`src/rtl/mm_ram.sv`:
```
// Generic single-write, single-read RAM with registered read data.
// Stand-alone; no package dependency.
`timescale 1ns / 1ps

module mm_ram #(
  parameter int WIDTH = 32,
  parameter int DEPTH = 64,
  localparam int AW   = (DEPTH > 1) ? $clog2(DEPTH) : 1
) (
  input  logic             clk,
  input  logic             we,
  input  logic [AW-1:0]    waddr,
  input  logic [WIDTH-1:0] wdata,
  input  logic [AW-1:0]    raddr,
  output logic [WIDTH-1:0] rdata
);

  logic [WIDTH-1:0] mem_r [DEPTH];
  logic [WIDTH-1:0] rdata_r;

  // One write and one registered read per cycle.
  always_ff @(posedge clk) begin
    if (we) begin
      mem_r[waddr] <= wdata;
    end
    rdata_r <= mem_r[raddr];
  end

  assign rdata = rdata_r;

endmodule

```
`config.mk`:
```
export PLATFORM = sky130hd
export DESIGN_NAME = mm_ram
export DESIGN_NICKNAME = d
export VERILOG_FILES = /design/src/rtl/mm_ram.sv
export SDC_FILE = /design/constraint.sdc
export NUM_CORES = 2
export LEC_CHECK = 0
export ABC_AREA = 1
export BUFFER_PORTS_ARGS = -buffer_cell sky130_fd_sc_hd__buf_4
export CAP_MARGIN = 20
export CORE_UTILIZATION = 32
export DETAILED_ROUTE_END_ITERATION = 7
export HOLD_SLACK_MARGIN = 0.08
export PLACE_DENSITY_LB_ADDON = 0.3
export SLEW_MARGIN = 40
export SYNTH_ARGS = -nofsm -noshare
export SYNTH_HDL_FRONTEND = slang
export SYNTH_SLANG_ARGS = --single-unit
```
`constraint.sdc`:
```
create_clock -name clk -period 8.6 [get_ports clk]
set_input_delay 1.72 -clock clk [delete_from_list [all_inputs] [get_ports clk]]
set_output_delay 1.72 -clock clk [all_outputs]
set_load 0.03 [all_outputs]
```
After elaboration in Yosys (flattened, before gate mapping)
Memory sizes are Yosys's and may differ from the RTL's. A register that Yosys moved wholly into a read port is not among the register bits.
Cells that the tools add are included.
{"block": "totals", "mem_bits_rw": 2048, "elab_cells": 3, "n_memories": 1, "out_inout_bits": 32, "inputBits": 46, "regBits": 0}
{"block": "classes", "muxes": 2}
{"memory": "mem_r", "words": 64, "width": 32, "read_ports": 1, "rd_ports_with_merged_regs": 1, "wr": 1, "line": "18", "text": "logic [WIDTH-1:0] mem_r [DEPTH];"}
{"cell": "$mux W1", "n": 2}

Longest topological paths before layout
{"block": "logic_depth", "word_depth": 2, "mapped_depth": 13, "mapped_depth_nobuf": 9}

Worst setup path before layout
No wires, ideal clock.
{"block": "synth_timing", "path_kind": "input to register", "from": "input port we", "to": "memory mem_r[48][0], enable pin", "setup_time_ns": 0.502, "stages": 3, "n_path_buf": 1, "t_arrival_ns": 5.348, "required_ns": 8.098, "path_slack_ns": 2.750, "cell_sequence": "clkbuf_1 > nand4_1 > nor4_1"}
{"block": "synth_between", "elab_chain_cells": 2}
{"element": "from (decl)", "line": "11", "text": "input logic we,"}
{"element": "$mux W1", "line": "23", "text": "if (we) begin"}
{"element": "$mux W1 (not written as such)", "line": "24", "text": "mem_r[waddr] <= wdata;"}
{"element": "to (decl)", "line": "18"}
No other way between the ends.

==> run summary <==
The logs give 53300 for the via count and 165 for the largest net degree at the start of global routing. The worst clock skew was 0.0479 ns; the slew at the pin closest to its max-slew limit was 0.901 ns. The floorplan step defined a core boundary enclosing 257000 um^2. The die is 510 um tall. The minimum setup slack among reg-to-reg paths came out at 6.85 ns. In this run the clock root is driven by a sky130_fd_sc_hd__clkbuf_16. Setup repair after global routing left no endpoint under its margin. The flow ran to the end, and the final reports show no timing, DRC or antenna violations. The instance area at placement is 87000 um^2, and the overall power consumption is 21.3 mW.

In the synthesized netlist the dominant register cell turns out to be sky130_fd_sc_hd__edfxtp_1. The portion of the clock cycle consumed by the worst path in the final layout works out to 0.473. The worst setup path is captured at a register. The part of the Yosys area used for sequential elements was 0.751.

Timing endpoint of the critical path: rdata[5]. After routing, the total negative slack on setup checks comes to 0 ns. Of all nets on the critical path, the largest fanout is 64.

The async set or reset register ratio after synthesis was 0; the residual DRC count was 0. The net count of the finished layout was 6781. The logs give 5934 for the number of DRC violations after detailed-routing iteration 0 and 0 for the number of failing setup endpoints in the final timing report. The final global-route overflow total is 0, and the maximum root-to-sink buffer count is 3. The share of final-layout standard cells stronger than drive strength 1 was 0.0807. The run gives 4.81 ns as the data arrival time of the critical path. After synthesis, the most frequently instantiated cells are sky130_fd_sc_hd__nand2_1 (2248), sky130_fd_sc_hd__edfxtp_1 (2048), sky130_fd_sc_hd__nand3_1 (1907). In the routed layout, each cell is associated on average with a via count of 5.18. The number of different library cells used by synthesis comes to 16.

The largest vdd supply drop is 0.000161 V, and the peak clock frequency supported by timing is 246 MHz. Once the clock tree was built, the setup fixing pass inserted 0 buffers. Clock latency on the worst-skew pair, taken at its later pin, is 0.84 ns.

In this run, post-CTS repair resized a total of 0 instances. Overall fraction of global-route tracks in use: 0.191. The worst register-to-register path has a depth of 8. The tools report the CTS buffer count as 207. The logs give 0.398 for the normalized max-slew margin and 252 mm for the detailed-route wire length.

For the max-capacitance violation count, the log shows 0. Placer congestion estimate: 0.799. Counting flops with a built-in enable in the synthesized netlist gives 2048.

The total of buffers placed on input and output ports is 77. The run gives 78 as the I/O pin count. For the number of global-route vias before repair, the log shows 51000. The source of the worst register-to-register timing path is mem_r[58][5]. Power spread over the standard cell area amounts to 227 nW/um^2. For the data required time at the worst endpoint, the log shows 9.34 ns. The total number of clock tree sinks came out at 2080. sky130_fd_sc_hd__edfxtp_1 takes more of the synthesized area than any other cell. The count of final hold-check violations came out at 0. Most frequently used cell type in the post-synthesis netlist: sky130_fd_sc_hd__nand2_1.

The number of hold buffers added after cts was 0. The kind of critical path is in -> reg. Number of iterations in the first detailed-routing pass: 5.

The worst register-to-register path ends at rdata[5]. The H-tree was split into 4 levels. TritonCTS built the clock tree. The floorplan has 186 rows. The logs give 0 for the max-slew violation count and 82700 um^2 for the cell area after synthesis.

For the number of antenna violations at the first check in global routing, the log shows 10. For the design area, the log shows 93700 um^2. The routed wirelength normalized by instance count works out to 24.5 um. Clock-pin slew was measured on the worst setup and hold paths at 0.06 ns. The run gives 128 mm as the HPWL reported at the end of detailed placement. The worst setup path is launched from a primary input. By area the synthesized netlist is led by sky130_fd_sc_hd__edfxtp_1 (74%), sky130_fd_sc_hd__nand3_1 (12%), sky130_fd_sc_hd__nand2_1 (10%). For this run, the number of Yosys warnings is 0. The flip-flop and latch count after synthesis works out to 2080.

The logs give 0.365 for the fraction of the core area covered by cells at the end of the flow and 6815 for the post-synthesis net count. The first global-routing pass estimated 363 mm of wire. The run gives 0.322 as the initial core utilization. The tools report the gate count of the mapped netlist as 6769. Path type of the worst min-delay path: reg -> reg.

The die covers 261000 um^2. The overall die width came out at 510 um. The analysis attributes to cell leakage a power of 32.2 nW. The share of the synthesized area in the top cell type came out at 0.743. The count of nets left with antenna violations once routing finished came out at 0. Counting I/O delays and the setup requirement, the final critical path takes 4.07 ns. The layout overhead on the synthesized area was 13.2%; the per-instance average area after synthesis was 12.2 um^2. Tracing the worst setup path back leads to its startpoint at raddr[1].
## flip-flops by register name (all words and copies together), names as in the netlist
| name | cells |
|---|---|
| rdata | 32 |
| mem_r | 2048 |
## worst min path at each step
| stage | start | endpoint | cells after the start | slack [ns] |
|---|---|---|---|---|
| after CTS | mem_r[52][26] | rdata[26] | 8 | 0.78 |
| after detailed placement | mem_r[52][26] | rdata[26] | 8 | 0.76 |
| after global placement | mem_r[52][26] | rdata[26] | 8 | 0.76 |
| after floorplan | mem_r[14][0] | rdata[0] | 8 | 0.72 |
| final | mem_r[52][26] | rdata[26] | 8 | 0.77 |
| after global routing | mem_r[56][6] | rdata[6] | 8 | 0.88 |
## power by group
part / internal (mW) / leakage [nW] / switching [mW]
registers: 11.2 / 18.7 / 0.0538
logic: 0.307 / 10.4 / 0.998
clock network: 4.84 / 3.14 / 3.88
total: 16.4 / 32.2 / 4.94
## worst max-delay path: stages
cell and delay, ns:
sky130_fd_sc_hd__buf_8 0.37, sky130_fd_sc_hd__buf_4 0.73, sky130_fd_sc_hd__buf_6 0.54, sky130_fd_sc_hd__nand3_1 0.14
sky130_fd_sc_hd__nand3_1 0.12, sky130_fd_sc_hd__nand2_1 0.06, sky130_fd_sc_hd__nand2_1 0.07, sky130_fd_sc_hd__nand3_1 0.47
sky130_fd_sc_hd__nand3_1 0.34, sky130_fd_sc_hd__nand2_1 0.07
## metal layers
| layer | share of wire | global-route usage | up-vias |
|---|---|---|---|
| met3 | 0.063 | 0.0269 | 377 |
| met1 | 0.42 | 0.255 | 26900 |
| met5 | 0 | 0 | - |
| met2 | 0.48 | 0.316 | 1927 |
| li1 | - | - | 24100 |
| met4 | 0.037 | 0.0712 | 0 |
## cells by family after synthesis
family / count (synthesis) / synth area share
buffers and inverters: 461 / 0.0278
DFF: 2080 / 0.751
and+or+nand+nor: 4228 / 0.221
## layout by cell type, fill, tap and decap left out, drive strengths merged
cell and n:
nand4 9, inv 18, buf 205, edfxtp 2048
clkinv 84, nand2 2248, bufinv 11, nor4 8
nor2 56, clkbuf 275, clkinvlp 4, dfxtp 32
nand3 1907, diode 5
## layout make-up
| class | instances | area (um^2) |
|---|---|---|
| fill | 24800 | 163000 |
| tap | 3384 | 4230 |
| clock buffer | 274 | 5510 |
| sequential | 2080 | 62100 |
| antenna | 5 | 12.5 |
| clock inverter | 105 | 946 |
| timing repair buffer | 206 | 1950 |
| multi-input combinational | 4228 | 18800 |
| inverter | 12 | 81.3 |
## stage by stage
| step | std cells | hold slack (ns) | worst slack [ns] |
|---|---|---|---|
| global route | 10300 | 0.878 | 4.50 |
| global placement | 9895 | 0.759 | 3.41 |
| floorplan | 6769 | 0.721 | 2.75 |
| CTS | 10300 | 0.780 | 4.40 |
| detailed placement | 9902 | 0.765 | 3.44 |
| finish | 10300 | 0.771 | 4.53 |
(Power assumes the default switching activity.)
