==> config.mk <==
export PLATFORM = sky130hd
export DESIGN_NAME = mm_mac
export DESIGN_NICKNAME = d
export VERILOG_FILES = /design/src/rtl/mm_pkg.sv /design/src/rtl/mm_mac.sv
export SDC_FILE = /design/constraint.sdc
export NUM_CORES = 2
export LEC_CHECK = 0
export ABC_AREA = 1
export BUFFER_PORTS_ARGS = -buffer_cell sky130_fd_sc_hd__buf_2
export CAP_MARGIN = 0
export CELL_PAD_IN_SITES_DETAIL_PLACEMENT = 1
export CELL_PAD_IN_SITES_GLOBAL_PLACEMENT = 1
export CORE_ASPECT_RATIO = 1.2
export CORE_MARGIN = 1.5
export CORE_UTILIZATION = 45
export DETAILED_ROUTE_END_ITERATION = 10
export PLACE_DENSITY = 0.84
export SYNTH_ARGS = -nofsm -noshare
export SYNTH_HDL_FRONTEND = slang
export SYNTH_SLANG_ARGS = --single-unit
==> constraint.sdc <==
create_clock -name clk -period 9.1 [get_ports clk]
set_input_delay 0.455 -clock clk [delete_from_list [all_inputs] [get_ports clk]]
set_output_delay 0.455 -clock clk [all_outputs]
set_load 0.005 [all_outputs]
==> src/rtl/mm_pkg.sv <==
// Shared types and constants for the matrix multiply block.
// Used by every module of the block but mm_ram; depends on nothing.
`timescale 1ns / 1ps

package mm_pkg;

  // Element format: signed Q16.16.
  localparam int DATA_W  = 32;
  localparam int FRAC_W  = 16;
  localparam int PROD_W  = 2 * DATA_W;

  // Dimension registers and product indices.
  localparam int DIM_W   = 4;
  localparam int IDX_W   = 3;
  localparam int REG_IDX_W = 2;

  localparam int MAX_DIM_DEF = 8;

  // Register indexes of the configuration port.
  localparam logic [REG_IDX_W-1:0] REG_A_ROWS = 2'd0;
  localparam logic [REG_IDX_W-1:0] REG_A_COLS = 2'd1;
  localparam logic [REG_IDX_W-1:0] REG_B_ROWS = 2'd2;
  localparam logic [REG_IDX_W-1:0] REG_B_COLS = 2'd3;

  // Tag that travels with each multiply through the arithmetic pipeline.
  typedef struct packed {
    logic             valid;
    logic             first;      // first term of a dot product
    logic             last_k;     // final term of a dot product
    logic             last_elem;  // final element of the product matrix
    logic [IDX_W-1:0] row;
    logic [IDX_W-1:0] col;
  } mm_tag_t;

  // Command from the sequencer to the arithmetic unit.
  typedef struct packed {
    logic    err;  // emit the dimension-error result
    mm_tag_t tag;
  } mm_cmd_t;

endpackage

==> src/rtl/mm_mac.sv <==
// Shared multiply-accumulate unit with rounding, saturation and result register.
// Depends on mm_pkg for the element format and the command struct.
`timescale 1ns / 1ps

module mm_mac #(
  parameter int MAX_DIM = mm_pkg::MAX_DIM_DEF
) (
  input  logic                         clk,
  input  logic                         rst_n,
  input  mm_pkg::mm_cmd_t              cmd,
  input  logic [mm_pkg::DATA_W-1:0]    a_data,
  input  logic [mm_pkg::DATA_W-1:0]    b_data,
  output logic                         out_strobe,
  output logic signed [mm_pkg::DATA_W-1:0] out_product_value,
  output logic [mm_pkg::IDX_W-1:0]     out_row,
  output logic [mm_pkg::IDX_W-1:0]     out_col,
  output logic                         out_saturated,
  output logic                         out_dim_error,
  output logic                         out_last,
  output logic                         fin
);

  import mm_pkg::*;

  localparam int ACC_W = PROD_W + $clog2(MAX_DIM) + 1;
  localparam int RW    = ACC_W - FRAC_W;
  localparam logic signed [ACC_W-1:0] HALF = ACC_W'(1) << (FRAC_W - 1);
  localparam logic signed [DATA_W-1:0] VMAX = {1'b0, {(DATA_W-1){1'b1}}};
  localparam logic signed [DATA_W-1:0] VMIN = {1'b1, {(DATA_W-1){1'b0}}};

  mm_tag_t                   t1_r, t2_r, t3_r;
  logic signed [PROD_W-1:0]  prod_r;
  logic signed [ACC_W-1:0]   acc_r, acc_base, acc_nxt, rnd_sum;
  logic [RW-1:0]             rnd_q;
  logic                      over, under;

  // Tag pipeline: aligned with read data, product and running sum.
  always_ff @(posedge clk) begin
    if (!rst_n) begin
      t1_r <= '0;
      t2_r <= '0;
      t3_r <= '0;
    end else begin
      t1_r <= cmd.tag;
      t2_r <= t1_r;
      t3_r <= t2_r;
    end
  end

  // One 32x32 signed multiply per cycle.
  always_ff @(posedge clk) begin
    prod_r <= $signed(a_data) * $signed(b_data);
  end

  // Exact Q32.32 accumulation; a new dot product restarts from zero.
  assign acc_base = t2_r.first ? '0 : acc_r;
  assign acc_nxt  = acc_base + ACC_W'(prod_r);

  always_ff @(posedge clk) begin
    if (t2_r.valid) begin
      acc_r <= acc_nxt;
    end
  end

  // Round to nearest with ties upward, then clip to 32 bits.
  assign rnd_sum = acc_r + HALF;
  assign rnd_q   = rnd_sum[ACC_W-1:FRAC_W];
  assign over    = !rnd_q[RW-1] && (|rnd_q[RW-2:DATA_W-1]);
  assign under   = rnd_q[RW-1] && !(&rnd_q[RW-2:DATA_W-1]);
  assign fin     = t3_r.valid && t3_r.last_k && t3_r.last_elem;

  always_ff @(posedge clk) begin
    if (!rst_n) begin
      out_strobe <= 1'b0;
    end else begin
      out_strobe <= cmd.err || (t3_r.valid && t3_r.last_k);
    end
  end

  // Result beat: either the dimension error or one product element.
  always_ff @(posedge clk) begin
    if (cmd.err) begin
      out_product_value <= '0;
      out_row           <= '0;
      out_col           <= '0;
      out_saturated     <= 1'b0;
      out_dim_error     <= 1'b1;
      out_last          <= 1'b1;
    end else if (t3_r.valid && t3_r.last_k) begin
      out_product_value <= over ? VMAX : (under ? VMIN : $signed(rnd_q[DATA_W-1:0]));
      out_row           <= t3_r.row;
      out_col           <= t3_r.col;
      out_saturated     <= over || under;
      out_dim_error     <= 1'b0;
      out_last          <= t3_r.last_elem;
    end
  end

endmodule

# Yosys cells after proc, flatten, opt, wreduce, memory -nomap -nowiden
# Index checks and enable logic that the tools add are counted.
[classes] addsub=2 n_mul=1 muxes=3 reduce_logical=10
[op_table] cell="68-bit by 17-bit adder with 68-bit output, second input constant" n=1
[op_table] cell="68-bit by 64-bit adder with 68-bit output" n=1
[op_table] cell="68-bit 2-to-1 mux" n=1
[op_table] cell="32-bit by 32-bit multiplier with 64-bit output" n=1
[op_table] cell="32-bit 2-to-1 mux" n=2
[op_table] cell="20-bit AND reduction" n=1
[op_table] cell="20-bit OR reduction" n=1
[op_table] cell="1-bit logical AND" n=4
[op_table] cell="1-bit zero test" n=2
[op_table] cell="1-bit logical OR" n=2
[word_totals] ff_bits=203 in_bits=77 out_inout_bits=43

# Longest topological paths before layout
[logic_depth] depth_word=6 mapped_depth=33 mapped_depth_nobuf=32

# Worst setup path before layout
# OpenSTA, ideal clock, no wires.
[synth_path] path_kind="input to register" from="input a_data[31] in the netlist's numbering" to="register prod_r[63]" arrival_time_ns=7.098 required_ns=8.979 slack_ns=1.880 path_stages=24 path_buffers=1 cell_sequence="clkbuf_1 nand2_1 inv_1 fa_1 inv_1 fa_1 inv_1 fa_1 fa_1 inv_1 fa_1 inv_1 fa_1 inv_1 fa_1 inv_1 fa_1 ha_1 a21oi_1 o21ai_0 o21bai_1 a221oi_1 nand2_1 xor2_1"
[synth_between] elab_chain_len=1
[synth_rtl] element="from (decl)" line="mm_mac.sv:11" rtl="input logic [mm_pkg::DATA_W-1:0] a_data,"
[synth_rtl] element="32-bit by 32-bit multiplier with 64-bit output" line="mm_mac.sv:52" rtl="prod_r <= $signed(a_data) * $signed(b_data);"
[synth_rtl] element="to (signal assigned)" line="mm_mac.sv:52"
[synth_rtl] element="to (decl)" line="mm_mac.sv:32" rtl="logic signed [PROD_W-1:0] prod_r;"
# Every way passes these cells.
# A chain may end at the register's enable or synchronous reset.

# Final worst setup path
[layout_path] from="input a_data[28] in the netlist's numbering" to="register prod_r[54]"
# The elaborated chain is that of the path after synthesis.

==> results_dict.tcl <==
set metrics [dict create \
    synthCells 6362 \
    vias_per_cell 5.35 \
    dr.pass1.iters 5 \
    fin_skew_ns 0.0470 \
    routed_wl_mm 173 \
    hold_path.class "in2reg" \
    fin_setup_tns_ns 0 \
    area_delta_synth_final_pct 5.50 \
    slew_headroom 0.231 \
    synth_cell_types 43 \
    period_minus_slack_ns 7.84 \
    drive_above_1_share 0.0409 \
    syn-num-nets 7774 \
    slew_violations 0 \
    cts_hold_buf 0 \
    start_kind "input pin" \
    fin_nets 7749 \
    clock.fmax_ghz 0.128 \
    first_global_vias 48684 \
    synth_edf_count 68 \
    netlist.top_cell.by_area "fa_1" \
    end_kind "flop" \
    cp_data_required_time_ns 9.54 \
    stdcell_count 7774 \
    r2r_setup_slack_ns 4.82 \
    crit_type "in2reg" \
    ctsResizeCount 0 \
    cts_setup_buffers 0 \
    slowest_stage "fa_1" \
    die-area_sq_mm 0.113 \
    fp.dieW_um 307 \
    die_h_um 368 \
    insertion_delay_ns 0.57 \
    ys_ff_latch 203 \
    synth_area_sq_mm 0.0499 \
    critPathMaxStageDelay_ns 0.62 \
    dp_hpwl_mm 148 \
    ys_seq_area_frac 0.0951 \
    grt_setup_unrepaired "no" \
    gr-total-overflow 0 \
    start_util 0.455 \
    timing.hold.ws_ns 0.0697 \
    grt_max_degree 70 \
    fp-row-count 133 \
    gp_congestion 0.952 \
    status "finished clean" \
    clk_pin_slew_ns 0.06 \
    tightest_slew_ns 1.15 \
    htree_levels 1 \
    setup-violations-final 0 \
    critPathMaxFanout 23 \
    numPortBuffers 119 \
    yosys_warnings 0 \
    crit_path_frequent_cell "fa_1" \
    drtAntennaViolNets 0 \
    synthArstFlopShare 0 \
    clockBufferDepth 3 \
    synth_top_area_frac 0.435 \
    multi_input_area_sq_mm 0.0374 \
    fin_crit_sh 0.862 \
    nFillCells 13570 \
    grt_usage 0.312 \
    synthTopCellsByArea "fa_1, inv_1, nand2_1, ha_1, dfxtp_1" \
    cts_tree "built" \
    avgRoutedWirePerCell_um 22.3 \
    grt_pass1_wl_mm 270 \
    antenna_found_initial 10 \
    crit_arrival_ns 8.28 \
    cts_made_buffers 24 \
    synthFlopType "dfxtp_1" \
    regArea_sq_mm 0.00475 \
    coreArea_sq_mm 0.110 \
    dp.cells 7728 \
    ioPinCount 120 \
    syn_area_per_cell_sq_um 7.84 \
    drc_errors 0 \
    maxCapViolCount 0 \
    final_hold_viol_count 0 \
    num_vias 41564 \
    cts_sinks 203 \
    drtIter0Drc 2529 \
    root_buffer "clkbuf_16" \
]
==> critical path, delay by kind of cell <==
| kind | cells | cell delay [ns] |
|---|---|---|
| fa+ha+maj | 9 | 4.69 |
| buf+inv | 5 | 0.98 |
| compound gates | 4 | 0.97 |
| simple gates | 6 | 0.92 |
| xor+xnor | 1 | 0.25 |
==> area by class of cell <==
| type | instances | share of cell area |
|---|---|---|
| flip-flops and latches | 203 | 0.0902 |
| repair buffers | 164 | 0.0177 |
| multi-input cells | 4102 | 0.710 |
| well taps | 1417 | 0.0337 |
| diodes | 2 | 0.0000951 |
| clock inverters | 12 | 0.00314 |
| clock buffers | 32 | 0.0136 |
| inverters | 1842 | 0.131 |
==> registers in the layout, indices dropped and copies added, names as in the netlist <==
signal and flops:
prod_r 64, out_product_value 32, t2_r 10, out_col 3, out_strobe 1, out_row 3
t1_r 10, acc_r 68, t3_r 9, out_last 1, out_dim_error 1, out_saturated 1
==> synthesized netlist by cell type, types with 7 or more instances <==
library cell / number
a21o_1: 26
a21oi_1: 194
a21oi_2: 17
a31oi_1: 22
clkbuf_1: 207
dfxtp_1: 135
edfxtp_1: 68
fa_1: 1083
ha_1: 252
inv_1: 1840
nand2_1: 1517
nand2_2: 7
nand3_1: 78
nand4_1: 34
nor2_1: 430
nor2_2: 8
nor3_1: 26
nor4_1: 11
o21a_1: 18
o21ai_0: 146
o21bai_1: 13
or2_2: 7
xnor2_1: 45
xor2_1: 125
==> kinds of logic (layout without fill, tap and decap cells) <==
group                      count (synthesis)  count (layout)  synth area share
DFF                                      203             203            0.0951
xor gates and xnor gates                 170             170            0.0298
adders and majority gates               1335            1335             0.498
and+or+nand+nor                         2128            2128             0.167
other                                      0               2                 0
buffers and inverters                   2057            2050             0.156
AOI/OAI and AO/OA                        469             469            0.0542
==> metrics by stage <==
stage	area, sq um	worst slack [ns]	util
2_1_floorplan	49900	1.88	-
3_3_place_gp	51700	0.929	0.472
3_5_place_dp	51700	0.781	0.472
4_1_cts	52600	1.35	0.480
5_1_grt	52600	1.04	0.480
6_report	52600	1.26	0.480
==> final timing paths <==
kind / start / cells past startpoint / end
worst max-delay path: a_data[28] / 25 / prod_r[54]
worst min-delay path: cmd[3] / 3 / t1_r[3]
worst max register to register: t2_r[8] / 14 / acc_r[67]
worst min register to register: t1_r[0] / 2 / t2_r[0]
==> cell usage in the layout, fill, tap and decap left out, types with 78 or more instances in the layout <==
cell type / netlist / routed
ha_1: 252 / 252
xor2_1: 125 / 125
inv_1: 1840 / 1840
o21ai_0: 146 / 146
nand2_1: 1517 / 1517
a21oi_1: 194 / 194
dfxtp_1: 135 / 133
buf_2: 0 / 119
nand3_1: 78 / 78
nor2_1: 430 / 430
fa_1: 1083 / 1083
==> per-layer routing <==
metal | GRT usage | vias up | routed length (um)
li1 | - | 18137 | -
met1 | 0.352 | 21164 | 62700
met2 | 0.569 | 1609 | 88700
met3 | 0.0442 | 642 | 11100
met4 | 0.163 | 12 | 10400
met5 | 0 | - | 119
Power is left out: the tool's default activity adds up to more than one toggle a clock period on the data nets, which glitch-free logic cannot reach.
