File: src/rtl/mm_pkg.sv
// Shared types and constants for the matrix multiply block.
// Used by every module of the block but mm_ram; depends on nothing.
`timescale 1ns / 1ps

package mm_pkg;

  // Element format: signed Q16.16.
  localparam int DATA_W  = 32;
  localparam int FRAC_W  = 16;
  localparam int PROD_W  = 2 * DATA_W;

  // Dimension registers and product indices.
  localparam int DIM_W   = 4;
  localparam int IDX_W   = 3;
  localparam int REG_IDX_W = 2;

  localparam int MAX_DIM_DEF = 8;

  // Register indexes of the configuration port.
  localparam logic [REG_IDX_W-1:0] REG_A_ROWS = 2'd0;
  localparam logic [REG_IDX_W-1:0] REG_A_COLS = 2'd1;
  localparam logic [REG_IDX_W-1:0] REG_B_ROWS = 2'd2;
  localparam logic [REG_IDX_W-1:0] REG_B_COLS = 2'd3;

  // Tag that travels with each multiply through the arithmetic pipeline.
  typedef struct packed {
    logic             valid;
    logic             first;      // first term of a dot product
    logic             last_k;     // final term of a dot product
    logic             last_elem;  // final element of the product matrix
    logic [IDX_W-1:0] row;
    logic [IDX_W-1:0] col;
  } mm_tag_t;

  // Command from the sequencer to the arithmetic unit.
  typedef struct packed {
    logic    err;  // emit the dimension-error result
    mm_tag_t tag;
  } mm_cmd_t;

endpackage

File: src/rtl/mm_ctrl.sv
// Load counter, dimension registers and product sequencer.
// Depends on mm_pkg for widths, register indexes and the command struct.
`timescale 1ns / 1ps

module mm_ctrl #(
  parameter int MAX_DIM = mm_pkg::MAX_DIM_DEF,
  localparam int DEPTH  = MAX_DIM * MAX_DIM,
  localparam int AW     = (DEPTH > 1) ? $clog2(DEPTH) : 1
) (
  input  logic                         clk,
  input  logic                         rst_n,
  input  logic                         start,
  output logic                         busy,
  input  logic                         cfg_we,
  input  logic [mm_pkg::REG_IDX_W-1:0] cfg_index,
  input  logic [mm_pkg::DIM_W-1:0]     cfg_wdata,
  output logic                         a_we,
  output logic                         b_we,
  output logic [AW-1:0]                waddr,
  output logic [AW-1:0]                a_raddr,
  output logic [AW-1:0]                b_raddr,
  output mm_pkg::mm_cmd_t              cmd,
  input  logic                         fin
);

  import mm_pkg::*;

  localparam int LCW = (2 * DEPTH > 1) ? $clog2(2 * DEPTH) : 1;
  localparam int NAW = $clog2(DEPTH + 1);
  localparam int TW  = LCW + 1;

  typedef enum logic [2:0] {
    S_IDLE  = 3'b001,
    S_RUN   = 3'b010,
    S_DRAIN = 3'b100
  } state_t;

  state_t             state_r, state_nxt;
  logic [DIM_W-1:0]   a_rows_r, a_cols_r, b_rows_r, b_cols_r;
  logic [LCW-1:0]     lc_r, lc_nxt;
  logic [IDX_W-1:0]   i_r, i_nxt, j_r, j_nxt, l_r, l_nxt;
  logic [AW-1:0]      a_addr_r, a_addr_nxt, a_base_r, a_base_nxt, b_addr_r, b_addr_nxt;

  logic [DIM_W-1:0]   ar, ac, br, bc;
  logic [2*DIM_W-1:0] na_full, nb_full;
  logic [NAW-1:0]     na, nb;
  logic [TW-1:0]      total, lc_inc;
  logic [LCW-1:0]     lc_eff, b_off;
  logic               accept, is_a, final_beat, mismatch;
  logic               lk, lj, li;

  function automatic logic [DIM_W-1:0] clamp_dim(input logic [DIM_W-1:0] d);
    logic [DIM_W-1:0] r;
    r = d;
    if (d == '0) begin
      r = DIM_W'(1);
    end else if (d > DIM_W'(MAX_DIM)) begin
      r = DIM_W'(MAX_DIM);
    end
    return r;
  endfunction

  // Effective dimensions and matrix sizes.
  assign ar       = clamp_dim(a_rows_r);
  assign ac       = clamp_dim(a_cols_r);
  assign br       = clamp_dim(b_rows_r);
  assign bc       = clamp_dim(b_cols_r);
  assign na_full  = {{DIM_W{1'b0}}, ar} * {{DIM_W{1'b0}}, ac};
  assign nb_full  = {{DIM_W{1'b0}}, br} * {{DIM_W{1'b0}}, bc};
  assign na       = na_full[NAW-1:0];
  assign nb       = nb_full[NAW-1:0];
  assign total    = TW'(na) + TW'(nb);
  assign mismatch = (ac != br);

  // Load path: each accepted beat goes to the left or right store.
  assign busy       = (state_r != S_IDLE);
  assign accept     = start && !busy;
  assign lc_eff     = (TW'(lc_r) >= total) ? '0 : lc_r;
  assign is_a       = TW'(lc_eff) < TW'(na);
  assign b_off      = lc_eff - LCW'(na);
  assign lc_inc     = TW'(lc_eff) + TW'(1);
  assign final_beat = (lc_inc == total);
  assign a_we       = accept && is_a;
  assign b_we       = accept && !is_a;
  assign waddr      = is_a ? lc_eff[AW-1:0] : b_off[AW-1:0];

  always_comb begin
    lc_nxt = lc_r;
    if (cfg_we) begin
      lc_nxt = '0;
    end else if (accept) begin
      lc_nxt = final_beat ? '0 : lc_inc[LCW-1:0];
    end
  end

  // Dimension registers; any write restarts the load.
  always_ff @(posedge clk) begin
    if (!rst_n) begin
      a_rows_r <= DIM_W'(1);
      a_cols_r <= DIM_W'(1);
      b_rows_r <= DIM_W'(1);
      b_cols_r <= DIM_W'(1);
    end else if (cfg_we) begin
      case (cfg_index)
        REG_A_ROWS: a_rows_r <= cfg_wdata;
        REG_A_COLS: a_cols_r <= cfg_wdata;
        REG_B_ROWS: b_rows_r <= cfg_wdata;
        REG_B_COLS: b_cols_r <= cfg_wdata;
        default:    a_rows_r <= a_rows_r;
      endcase
    end
  end

  // Loop ends of the product walk: inner term, column and row.
  assign lk = ({1'b0, l_r} == ac - DIM_W'(1));
  assign lj = ({1'b0, j_r} == bc - DIM_W'(1));
  assign li = ({1'b0, i_r} == ar - DIM_W'(1));

  // Sequencer: one multiply issued per cycle while running.
  always_comb begin
    state_nxt  = state_r;
    i_nxt      = i_r;
    j_nxt      = j_r;
    l_nxt      = l_r;
    a_addr_nxt = a_addr_r;
    a_base_nxt = a_base_r;
    b_addr_nxt = b_addr_r;
    case (state_r)
      S_IDLE: begin
        if (accept && final_beat && !mismatch) begin
          state_nxt  = S_RUN;
          i_nxt      = '0;
          j_nxt      = '0;
          l_nxt      = '0;
          a_addr_nxt = '0;
          a_base_nxt = '0;
          b_addr_nxt = '0;
        end
      end
      S_RUN: begin
        if (!lk) begin
          l_nxt      = l_r + IDX_W'(1);
          a_addr_nxt = a_addr_r + AW'(1);
          b_addr_nxt = b_addr_r + AW'(bc);
        end else begin
          l_nxt = '0;
          if (!lj) begin
            j_nxt      = j_r + IDX_W'(1);
            a_addr_nxt = a_base_r;
            b_addr_nxt = AW'(j_r) + AW'(1);
          end else begin
            j_nxt      = '0;
            b_addr_nxt = '0;
            if (!li) begin
              i_nxt      = i_r + IDX_W'(1);
              a_base_nxt = a_base_r + AW'(ac);
              a_addr_nxt = a_base_r + AW'(ac);
            end else begin
              state_nxt = S_DRAIN;
            end
          end
        end
      end
      S_DRAIN: begin
        if (fin) begin
          state_nxt = S_IDLE;
        end
      end
      default: state_nxt = S_IDLE;
    endcase
  end

  always_ff @(posedge clk) begin
    if (!rst_n) begin
      state_r <= S_IDLE;
      lc_r    <= '0;
    end else begin
      state_r <= state_nxt;
      lc_r    <= lc_nxt;
    end
  end

  always_ff @(posedge clk) begin
    i_r      <= i_nxt;
    j_r      <= j_nxt;
    l_r      <= l_nxt;
    a_addr_r <= a_addr_nxt;
    a_base_r <= a_base_nxt;
    b_addr_r <= b_addr_nxt;
  end

  // Read addresses and the command for the arithmetic unit.
  assign a_raddr           = a_addr_r;
  assign b_raddr           = b_addr_r;
  assign cmd.err           = accept && final_beat && mismatch;
  assign cmd.tag.valid     = (state_r == S_RUN);
  assign cmd.tag.first     = (l_r == '0);
  assign cmd.tag.last_k    = lk;
  assign cmd.tag.last_elem = lj && li;
  assign cmd.tag.row       = i_r;
  assign cmd.tag.col       = j_r;

endmodule

File: config.mk
export PLATFORM = sky130hd
export DESIGN_NAME = mm_ctrl
export DESIGN_NICKNAME = d
export VERILOG_FILES = /design/src/rtl/mm_pkg.sv /design/src/rtl/mm_ctrl.sv
export SDC_FILE = /design/constraint.sdc
export NUM_CORES = 1
export LEC_CHECK = 0
export BUFFER_PORTS_ARGS = -buffer_cell sky130_fd_sc_hd__buf_2
export CAP_MARGIN = 10
export CORE_ASPECT_RATIO = 0.8
export CORE_UTILIZATION = 45
export DETAILED_ROUTE_END_ITERATION = 10
export PLACE_DENSITY = 0.66
export SKIP_CTS_REPAIR_TIMING = 1
export SLEW_MARGIN = 0
export SYNTH_ARGS = -nofsm -noshare
export SYNTH_HDL_FRONTEND = slang
export SYNTH_SLANG_ARGS = --single-unit
File: constraint.sdc
create_clock -name clk -period 9.5 [get_ports clk]
set_input_delay 1.425 -clock clk [delete_from_list [all_inputs] [get_ports clk]]
set_output_delay 1.425 -clock clk [all_outputs]
set_load 0.05 [all_outputs]
Yosys cells after proc, flatten, opt, wreduce, memory -nomap -nowiden --
Index checks and enable logic that the tools add are counted.
Word-level totals: register bits 53, bits of input ports 11, output and inout bits 32, word-level logic and storage cells 118
Operators by class: $add $sub $neg 13, $mul 2, $lt $le $gt $ge 6, equal/unequal tests 19, muxes and demuxes 38, bitwise logic cells 1, reductions and logical operators 27
Operators by type and width (number):
- two-way mux 6 bit | 8
- two-way mux 3 bit | 12
- two-way mux 4 bit | 9
- one-hot mux 6 bit (2 select lines) | 3
- one-hot mux 3 bit (2 select lines) | 3
- > comparator 4 bit, second input constant | 4
- logical NOT 4 bit | 4
- multiplier 4 x 4 -> 7 bit | 2
- two-way mux 7 bit | 2
- adder 6 x 4 -> 6 bit | 2
- equality test 3 x 4 -> 1 bit | 3
- subtractor 4 x 1 -> 4 bit, second input constant | 3
- AND reduction 2 bit | 5
- AND reduction 5 bit | 2
- adder 3 x 1 -> 3 bit, second input constant | 3
- one-hot mux 3 bit (3 select lines) | 1
- adder 7 x 1 -> 8 bit, second input constant | 1
- adder 7 x 7 -> 8 bit | 1
- equality test 8 bit | 1
- >= comparator 7 x 8 -> 1 bit | 1
- logical AND 1 bit | 7
- < comparator 7 bit | 1
- adder 6 x 1 -> 6 bit, second input constant | 1
- inequality test 2 x 1 -> 1 bit, second input constant | 3
- 18 further kinds | 24

Logic depth before layout (Yosys ltp) --
Gate-level depths: netlist of the first run.
depth after elaboration 13, mapped depth 35

Least setup slack after synthesis of the first run --
No wires, ideal clock.
path type register to output, from register a_cols_r[3], to output cmd[10] (netlist bit), arrival 8.105 ns, data required time 8.075 ns, setup slack -0.030 ns, stages on the path, launching flop included 34, path through dfxtp_1 clkbuf_1 nand2b_1 inv_1 nand2_1 fa_1 inv_1 fa_1 fa_1 a21o_1 a21oi_1 xor2_1 ha_1 nor2b_1 o2111ai_1 nand2_1 a2111oi_4 ha_1 and3_1 a311oi_1 a21o_1 buf_4 nand2_1 inv_1 ha_1 nand3_1 nor2_1 xnor2_1 and2_1 o211a_1 a311oi_1 or4_1 buf_6 nor3_1
RTL lines:
- start, declared | RTL line mm_ctrl.sv:39 | logic [DIM_W-1:0] a_rows_r, a_cols_r, b_rows_r, b_cols_r;
- start signal, assigned | RTL line mm_ctrl.sv:106 | REG_A_COLS: a_cols_r <= cfg_wdata;
- end, declared | RTL line mm_ctrl.sv:22 | output mm_pkg::mm_cmd_t cmd,

==> flow_metrics.py, run 1 <==
metrics = {
    "power": {
        "p_per_area_mw_per_mm2": 111,
        "p_comb_share_pct": 29.4,
        "pwr-share-seq_pct": 41.3,
        "ir_drop_mv": 0.0815,
        "switchingPower_mw": 0.205,
        "switching_share_pct": 33.5,
        "p_leak_nw": 2.51,
        "p_clk_share_pct": 29.3,
        "p_int_mw": 0.408,
    },
    "floorplanning": {
        "die_h_um": 95.8,
        "rows": 33,
        "io_pins": 43,
        "core_area_mm2": 0.0105,
        "die_x_um": 119,
        "initial_core_util_pct": 47.2,
        "dieArea_mm2": 0.0114,
    },
    "placed_design": {
        "dp_hpwl_mm": 9.24,
        "port_buffers": 42,
        "globalplace.congestion": 0.878,
        "place_inst": 737,
    },
    "clocking": {
        "insertion_delay_ns": 0.29,
        "cts_buffer_depth": 2,
        "cts_tree": "done",
        "cts_buffers": 5,
        "cts_sinks": 53,
        "cts_max_level": 2,
        "root_buffer": "clkbuf_16",
        "path_clk_slew_ns": 0.07,
    },
    "synthesis": {
        "synth_seq_cells": 53,
        "syn-num-nets": 644,
        "ys_types": 62,
        "synth_warnings": 0,
        "seq_area_frac_synth_pct": 26.9,
        "synth.area.top_cells": "edfxtp_1, ha_1, dfxtp_1",
        "ys.flop_type": "edfxtp_1",
        "syn_avg_cell_area_um2": 8.76,
        "synthDominantCellAreaShare_pct": 16.4,
        "yosysTopAreaCell": "edfxtp_1",
        "synthArstFlopShare_pct": 0,
        "synth_edf_count": 27,
        "synth_area_mm2": 0.00495,
        "syn_inst": 565,
    },
    "final_layout": {
        "final_cell_count_no_fill": 748,
        "diodes": 0,
        "n_fill_cell": 990,
        "layout_common_cells": "nor2_1, ha_1, nand2_1",
        "nets": 686,
        "area_growth_syn_to_layout_pct": 11.6,
        "final_util_pct": 52.6,
        "final_common_cell": "nor2_1",
        "drive_gt1_share_pct": 13.5,
    },
    "global_routing": {
        "grt_pass1_vias": 3934,
        "antenna_found_initial": 0,
        "grt_max_degree": 22,
        "grt_pass1_wl_mm": 19.5,
        "track_usage_pct": 21.6,
        "grt_overflow": 0,
    },
    "critical_path": {
        "crit_top_cell": "inv_1",
        "cp_data_required_time_ns": 8.08,
        "criticalPathCategory": "flop to primary output",
        "cpMaxStageDelayCell": "fa_1",
        "path_max_fanout": 11,
        "crit_path_start_kind": "flop",
        "arrival_ns": 7.63,
        "crit_path_end_kind": "primary output",
        "max_stage_delay_ns": 0.53,
    },
    "routing": {
        "routed_wl_mm": 11.7,
        "vias_per_cell": 5.43,
        "vias": 4058,
        "initialDrtViolationCount": 186,
        "drc": 0,
        "wl_per_cell_um": 15.7,
        "drt.antenna.violating_nets": 0,
        "first_pass_iters": 5,
    },
    "sta": {
        "slew_headroom_pct": 36.0,
        "setup_violations": 0,
        "finalCritPeriodShare_pct": 95.3,
        "fin_crit_ns": 9.05,
        "skew_ns": 0.00625,
        "fmax_mhz": 110,
        "worstMarginPinSlew_ns": 0.958,
        "finalHoldViolCount": 0,
        "drv_slew": 0,
    },
    "status": {
        "status": "complete, no violations",
    },
    "hold_path": {
        "hold_class": "flop to flop",
    },
    "job": {
        "maxCapViolCount": 0,
    },
}
## final timing paths
path | from | end | slack, ns | cells after the start
hold reg to reg | state_r[0]$_SDFFE_PN1P_ | state_r[2]$_SDFFE_PN0P_ | 0.46 | 1
setup reg to reg | a_cols_r[3]$_SDFFE_PN0P_ | b_raddr[3]$_SDFFCE_PN0P_ | 1.65 | 31
setup / recovery | a_cols_r[3]$_SDFFE_PN0P_ | cmd[10] | 0.45 | 31
hold / removal | state_r[0]$_SDFFE_PN1P_ | state_r[2]$_SDFFE_PN0P_ | 0.46 | 1
## metrics by stage
step	TNS, ns	total power, mW	setup WS, ns	hold WS [ns]	cell area [um2]
finish	0	0.613	0.449	0.461	5520
global route	-0.256	0.643	-0.0630	0.486	5520
CTS	-0.452	0.611	-0.168	0.468	5450
detailed placement	0	0.431	0.196	0.461	5310
global placement	0	0.427	0.356	0.443	5310
floorplan	0	0.390	0.408	0.420	4950
## synth_stat cells (all sizes together) (4+ instances only)
master / number
nor2: 60
ha: 56
nand2: 50
xnor2: 37
inv: 36
a21oi: 32
edfxtp: 27
dfxtp: 26
nand3: 25
nor2b: 25
xor2: 23
mux2i: 16
o21ai: 16
clkbuf: 13
fa: 12
a21o: 10
and2: 10
and3: 9
nand2b: 9
nor3: 7
buf: 5
nor3b: 5
o211ai: 5
a311oi: 4
nor4: 4
## worst max-delay path, delay by kind of cell, from the launching register on
family                   cells  cell delay, ns
XOR/XNOR                     2            0.41
AO/OA/AOI/OAI                8            1.61
AND/OR/NAND/NOR             11            2.03
buffers and inverters        4            0.55
adder cells (fa/ha/maj)      6            2.34
flip-flops                   1            0.39
## registers in the layout, summed over array words and instances (netlist names)
name	cells
i_r	3
b_raddr	6
lc_r	7
a_rows_r	4
j_r	3
a_raddr	6
b_rows_r	4
a_cols_r	4
a_base_r	6
state_r	3
l_r	3
b_cols_r	4
## power groups by stage
stage	registers (mW)	clock network, mW	logic, mW
2_1_floorplan	0.263	0	0.127
4_1_cts	0.253	0.184	0.175
6_report	0.253	0.179	0.180
3_5_place_dp	0.258	0	0.173
3_3_place_gp	0.258	0	0.169
5_1_grt	0.254	0.192	0.197
## cell type report
type,count,area (um2),area share (%)
Clock buffer,7,133,2.40
Clock inverter,1,7.51,0.136
Inverter,39,146,2.65
Multi-Input combinational cell,455,3430,62.2
Sequential cell,53,1330,24.1
Tap cell,140,175,3.17
Timing Repair Buffer,53,295,5.35
## routing by layer
| metal | up-vias | wire, um | part of all wire [%] | global-route usage [%] |
|---|---|---|---|---|
| li1 | 2039 | - | - | - |
| met1 | 1912 | 5910 | 50 | 31.3 |
| met3 | 13 | 657 | 5.6 | 3.44 |
| met4 | 0 | 172 | 1.5 | 6.01 |
| met5 | - | 0 | 0 | 0 |
| met2 | 94 | 4970 | 42 | 33.0 |
## cell families after synthesis
family | count (synthesis) | share of synthesized area [%]
compound gates | 97 | 13.8
buf+inv | 57 | 4.70
flops | 53 | 26.9
mux | 16 | 3.24
simple gates | 211 | 20.6
xor+xnor | 61 | 11.4
fa+ha+maj | 70 | 19.4
Power figures use the tool's default switching activity.
==> run 2: changes to the inputs <==
- CORE_UTILIZATION: 45 -> 39
- PLACE_DENSITY: 0.66 -> 0.59
==> run 2 against run 1 <==
Effect of this change: cell area grew 1.8%; power grew 4.9%; first-iteration DRC count grew 61%; sequential power is essentially flat; routed wire length grew 2.6%; register-to-register slack gained 0.07 ns; worst hold slack gained 0.0097 ns; critical path depth grew 1; critical endpoint unchanged; flip-flop and latch count is the same.
==> flow_metrics.py, run 2 (same netlist as run 1, synthesis figures left out) <==
metrics = {
    "sta": {
        "fin_crit_ns": 9.02,
        "slew_headroom_pct": 38.8,
        "skew_ns": 0.0102,
        "drv_slew": 0,
        "worstMarginPinSlew_ns": 0.916,
        "finalCritPeriodShare_pct": 95.0,
        "setup_violations": 0,
        "whs_ns": 0.471,
        "finalHoldViolCount": 0,
        "fmax_mhz": 111,
    },
    "final_layout": {
        "area_growth_syn_to_layout_pct": 13.6,
        "n_fill_cell": 1233,
        "layout_common_cells": "nor2_1, ha_1, nand2_1",
        "design_area_mm2": 0.00562,
        "drive_gt1_share_pct": 14.4,
        "largest_reg_flops": 7,
        "final_common_cell": "nor2_1",
        "nets": 689,
        "diodes": 0,
        "largest-register": "lc_r",
    },
    "clocking": {
        "cts_tree": "done",
        "cts_max_level": 2,
        "path_clk_slew_ns": 0.07,
        "insertion_delay_ns": 0.30,
        "root_buffer": "clkbuf_16",
        "cts_sinks": 53,
        "cts_buffers": 5,
        "cts_buffer_depth": 2,
    },
    "status": {
        "status": "complete, no violations",
    },
    "global_routing": {
        "grt_overflow": 0,
        "track_usage_pct": 19.7,
        "grt_pass1_vias": 4137,
        "grt_pass1_wl_mm": 20.4,
        "antenna_found_initial": 0,
        "grt_max_degree": 22,
    },
    "floorplanning": {
        "die_h_um": 103,
        "rows": 36,
        "core_area_mm2": 0.0123,
        "die_x_um": 128,
        "io_pins": 43,
        "dieArea_mm2": 0.0131,
        "initial_core_util_pct": 40.4,
    },
    "routing": {
        "wl_per_cell_um": 15.4,
        "initialDrtViolationCount": 299,
        "routed_wl_mm": 12.0,
        "vias_per_cell": 5.21,
        "first_pass_iters": 4,
        "drt.antenna.violating_nets": 0,
        "vias": 4077,
        "drc": 0,
    },
    "critical_path": {
        "cp_num_buf_inv": 5,
        "criticalPathCategory": "flop to primary output",
        "path_max_fanout": 9,
        "cp_data_required_time_ns": 8.08,
        "cpMaxStageDelayCell": "fa_1",
        "crit_path_start_kind": "flop",
        "crit_path_end_kind": "primary output",
        "critPathTopFamily": "adder cells",
        "arrival_ns": 7.60,
        "max_stage_delay_ns": 0.54,
    },
    "power": {
        "total_power_mw": 0.643,
        "p_per_area_mw_per_mm2": 114,
        "p_leak_nw": 2.54,
        "ir_drop_mv": 0.0726,
    },
    "placed_design": {
        "dp_hpwl_mm": 9.69,
        "dpl_cell_area_mm2": 0.00537,
        "globalplace.congestion": 0.920,
        "port_buffers": 42,
    },
    "hold_path": {
        "hold_class": "flop to flop",
    },
    "job": {
        "maxCapViolCount": 0,
    },
}
run 2: stage by stage:
| stage | setup WS (ns) | setup TNS (ns) | cells | util (%) |
|---|---|---|---|---|
| after global routing | -0.00236 | -0.00236 | 782 | 45.9 |
| final | 0.479 | 0 | 782 | 45.9 |
| after detailed placement | 0.207 | 0 | 770 | 43.8 |
| after global placement | 0.290 | 0 | 770 | 43.8 |
| after floorplan | 0.408 | 0 | 565 | - |
| after CTS | -0.149 | -0.192 | 778 | 45.2 |
run 2: report_power, final:
group / switching [mW] / total (mW) / internal (mW)
logic: 0.116 / 0.181 / 0.0651
clock network: 0.0842 / 0.209 / 0.125
registers: 0.00693 / 0.253 / 0.246
total: 0.207 / 0.643 / 0.436
run 2: final cells by class:
class / instances / area (um2) / share of cell area [%]
clock buffers: 6 / 129 / 2.29
flip-flops and latches: 53 / 1330 / 23.7
clock inverters: 2 / 38.8 / 0.690
well taps: 171 / 214 / 3.81
multi-input cells: 455 / 3440 / 61.1
repair buffers: 56 / 322 / 5.72
inverters: 39 / 150 / 2.67
run 2: layer usage:
| layer | up-vias | global-route usage [%] | wire, um |
|---|---|---|---|
| li1 | 2044 | - | - |
| met1 | 1942 | 29.5 | 6340 |
| met2 | 80 | 30.0 | 5000 |
| met3 | 11 | 2.65 | 550 |
| met4 | 0 | 4.52 | 131 |
| met5 | - | 0 | 0 |
run 2: final timing paths:
kind / startpoint / end / slack, ns / cells after the start
min reg2reg: state_r[0]$_SDFFE_PN1P_ / state_r[2]$_SDFFE_PN0P_ / 0.47 / 1
max: a_rows_r[3]$_SDFFE_PN0P_ / cmd[10] / 0.48 / 32
min: state_r[0]$_SDFFE_PN1P_ / state_r[2]$_SDFFE_PN0P_ / 0.47 / 1
max reg2reg: a_rows_r[3]$_SDFFE_PN0P_ / b_raddr[1]$_SDFFCE_PN0P_ / 1.72 / 32
==> run 3: changes to the inputs <==
- CORE_MARGIN: not set -> 10
- PLACE_DENSITY: 0.59 -> 0.63
- clock period: 9.5 -> 7.8 ns (I/O delays scaled with it)
==> run 3 against run 2 <==
Effect of this change: the run now ends with negative setup slack left; first-iteration DRC count fell by 16%; cell count rose by 6.1%; setup slack got worse by 0.87 ns; register-to-register slack got worse by 1.1 ns; non-clock buffer count rose by 48; utilization rose by 6.1 points; clock power rose by 6%; power rose by 28%; critical path depth did not move; critical path type unchanged; largest power group unchanged; highest routed layer unchanged.
==> flow_metrics.py, run 3 (same netlist as run 1, synthesis figures left out) <==
metrics = {
    "status": {
        "status": "finished, violations left",
        "violations": "negative setup slack",
    },
    "critical_path": {
        "path_max_fanout": 6,
        "r2r_slack_ns": 0.60,
        "crit_top_cell": "buf_6",
        "max_stage_delay_ns": 0.52,
        "cp_data_required_time_ns": 6.63,
        "crit_path_end_kind": "primary output",
        "criticalPathCategory": "flop to primary output",
        "cpMaxStageDelayCell": "or4_4",
        "crit_path_start_kind": "flop",
        "arrival_ns": 7.02,
    },
    "sta": {
        "skew_ns": 0.00604,
        "rsz0062_at_grt": "yes",
        "fin_ws_ns": -0.388,
        "finalHoldViolCount": 0,
        "setup_violations": 9,
        "fmax_mhz": 122,
        "finalCritPeriodShare_pct": 105,
        "worstMarginPinSlew_ns": 1.04,
        "drv_slew": 0,
        "fin_crit_ns": 8.19,
        "slew_headroom_pct": 30.3,
        "whs_ns": 0.463,
    },
    "global_routing": {
        "grt_pass1_wl_mm": 21.2,
        "grt_max_degree": 22,
        "antenna_found_initial": 0,
        "grt_overflow": 0,
        "grt_pass1_vias": 4252,
        "track_usage_pct": 14.3,
    },
    "floorplanning": {
        "rows": 36,
        "initial_core_util_pct": 40.2,
        "die_x_um": 146,
        "core_area_mm2": 0.0123,
        "dieArea_mm2": 0.0176,
        "io_pins": 43,
        "die_h_um": 121,
    },
    "clocking": {
        "cts_buffers": 5,
        "path_clk_slew_ns": 0.07,
        "root_buffer": "clkbuf_16",
        "cts_buffer_depth": 2,
        "insertion_delay_ns": 0.29,
        "cts_tree": "done",
        "cts_max_level": 2,
        "cts_sinks": 53,
    },
    "routing": {
        "drc": 0,
        "vias_per_cell": 5.19,
        "first_pass_iters": 4,
        "initialDrtViolationCount": 251,
        "vias": 4311,
        "routed_wl_mm": 13.3,
        "wl_per_cell_um": 16.0,
        "drt.antenna.violating_nets": 0,
    },
    "final_layout": {
        "largest-register": "lc_r",
        "drive_gt1_share_pct": 30.5,
        "area_growth_syn_to_layout_pct": 29.2,
        "multi_input_area_mm2": 0.00375,
        "final_util_pct": 52.0,
        "n_fill_cell": 1117,
        "largest_reg_flops": 7,
        "layout.area.seq_mm2": 0.00135,
        "nets": 737,
        "diodes": 0,
        "layout_common_cells": "nor2_1, buf_4, ha_1",
    },
    "placed_design": {
        "port_buffers": 42,
        "dp_hpwl_mm": 10.3,
        "globalplace.congestion": 0.900,
        "dp_slack_ns": -0.165,
    },
    "power": {
        "p_leak_nw": 2.86,
        "p_per_area_mw_per_mm2": 129,
        "total_power_mw": 0.822,
        "ir_drop_mv": 0.101,
    },
    "hold_path": {
        "hold_class": "flop to flop",
    },
    "job": {
        "maxCapViolCount": 0,
    },
}
[run 3: cell types whose count changed in the layout (fill, tap and decap cells not counted), moves of 6 or more]
cell	change
buf_4	+42
buf_6	+10
dfxtp_1	-9
a21oi_1	-8
a21oi_2	+8
buf_2	-8
dfxtp_2	+8
inv_1	-8
nand2_1	-7
inv_4	+6
[run 3: per-stage QoR]
stage / instance area (um2) / std cells / setup TNS (ns)
final: 6390 / 830 / -2.27
after global routing: 6390 / 830 / -5.25
after CTS: 5890 / 806 / -3.96
after detailed placement: 5750 / 798 / -0.919
after global placement: 5750 / 798 / 0
after floorplan: 5120 / 565 / -0.0784
[run 3: layer usage]
layer / vias up / GRT usage (%) / wire, um
li1: 2142 / - / -
met1: 2085 / 20.7 / 6750
met2: 76 / 22.1 / 5970
met3: 8 / 2.27 / 503
met4: 0 / 2.52 / 83
met5: - / 0 / 0
[run 3: worst max-delay path: cells and delay by family, from the launching register on]
family	cells	cell delay, ns
AND/OR/NAND/NOR	9	1.59
flip-flops	1	0.36
AO/OA/AOI/OAI	8	1.51
buffers and inverters	7	0.72
XOR/XNOR	2	0.38
adder cells (fa/ha/maj)	6	2.13
[run 3: layout make-up]
class	count	area share, %
inverters	39	2.49
clock inverters	2	0.196
flip-flops and latches	53	21.0
clock buffers	6	2.02
repair buffers	104	12.3
multi-input cells	455	58.6
well taps	171	3.35
[run 3: report_power, final]
group	internal, mW	total, mW	switching (mW)
sequential	0.300	0.308	0.00818
clock	0.120	0.222	0.103
combinational	0.123	0.291	0.168
total	0.542	0.822	0.279
[run 3: path summary, 6_finish.rpt]
kind | start | end | cells past startpoint
max reg2reg | a_rows_r[3]$_SDFFE_PN0P_ | b_raddr[4]$_SDFFCE_PP0P_ | 32
max | a_rows_r[3]$_SDFFE_PN0P_ | cmd[10] | 32
min | state_r[0]$_SDFFE_PN1P_ | state_r[2]$_SDFFE_PN0P_ | 1
min reg2reg | state_r[0]$_SDFFE_PN1P_ | state_r[2]$_SDFFE_PN0P_ | 1
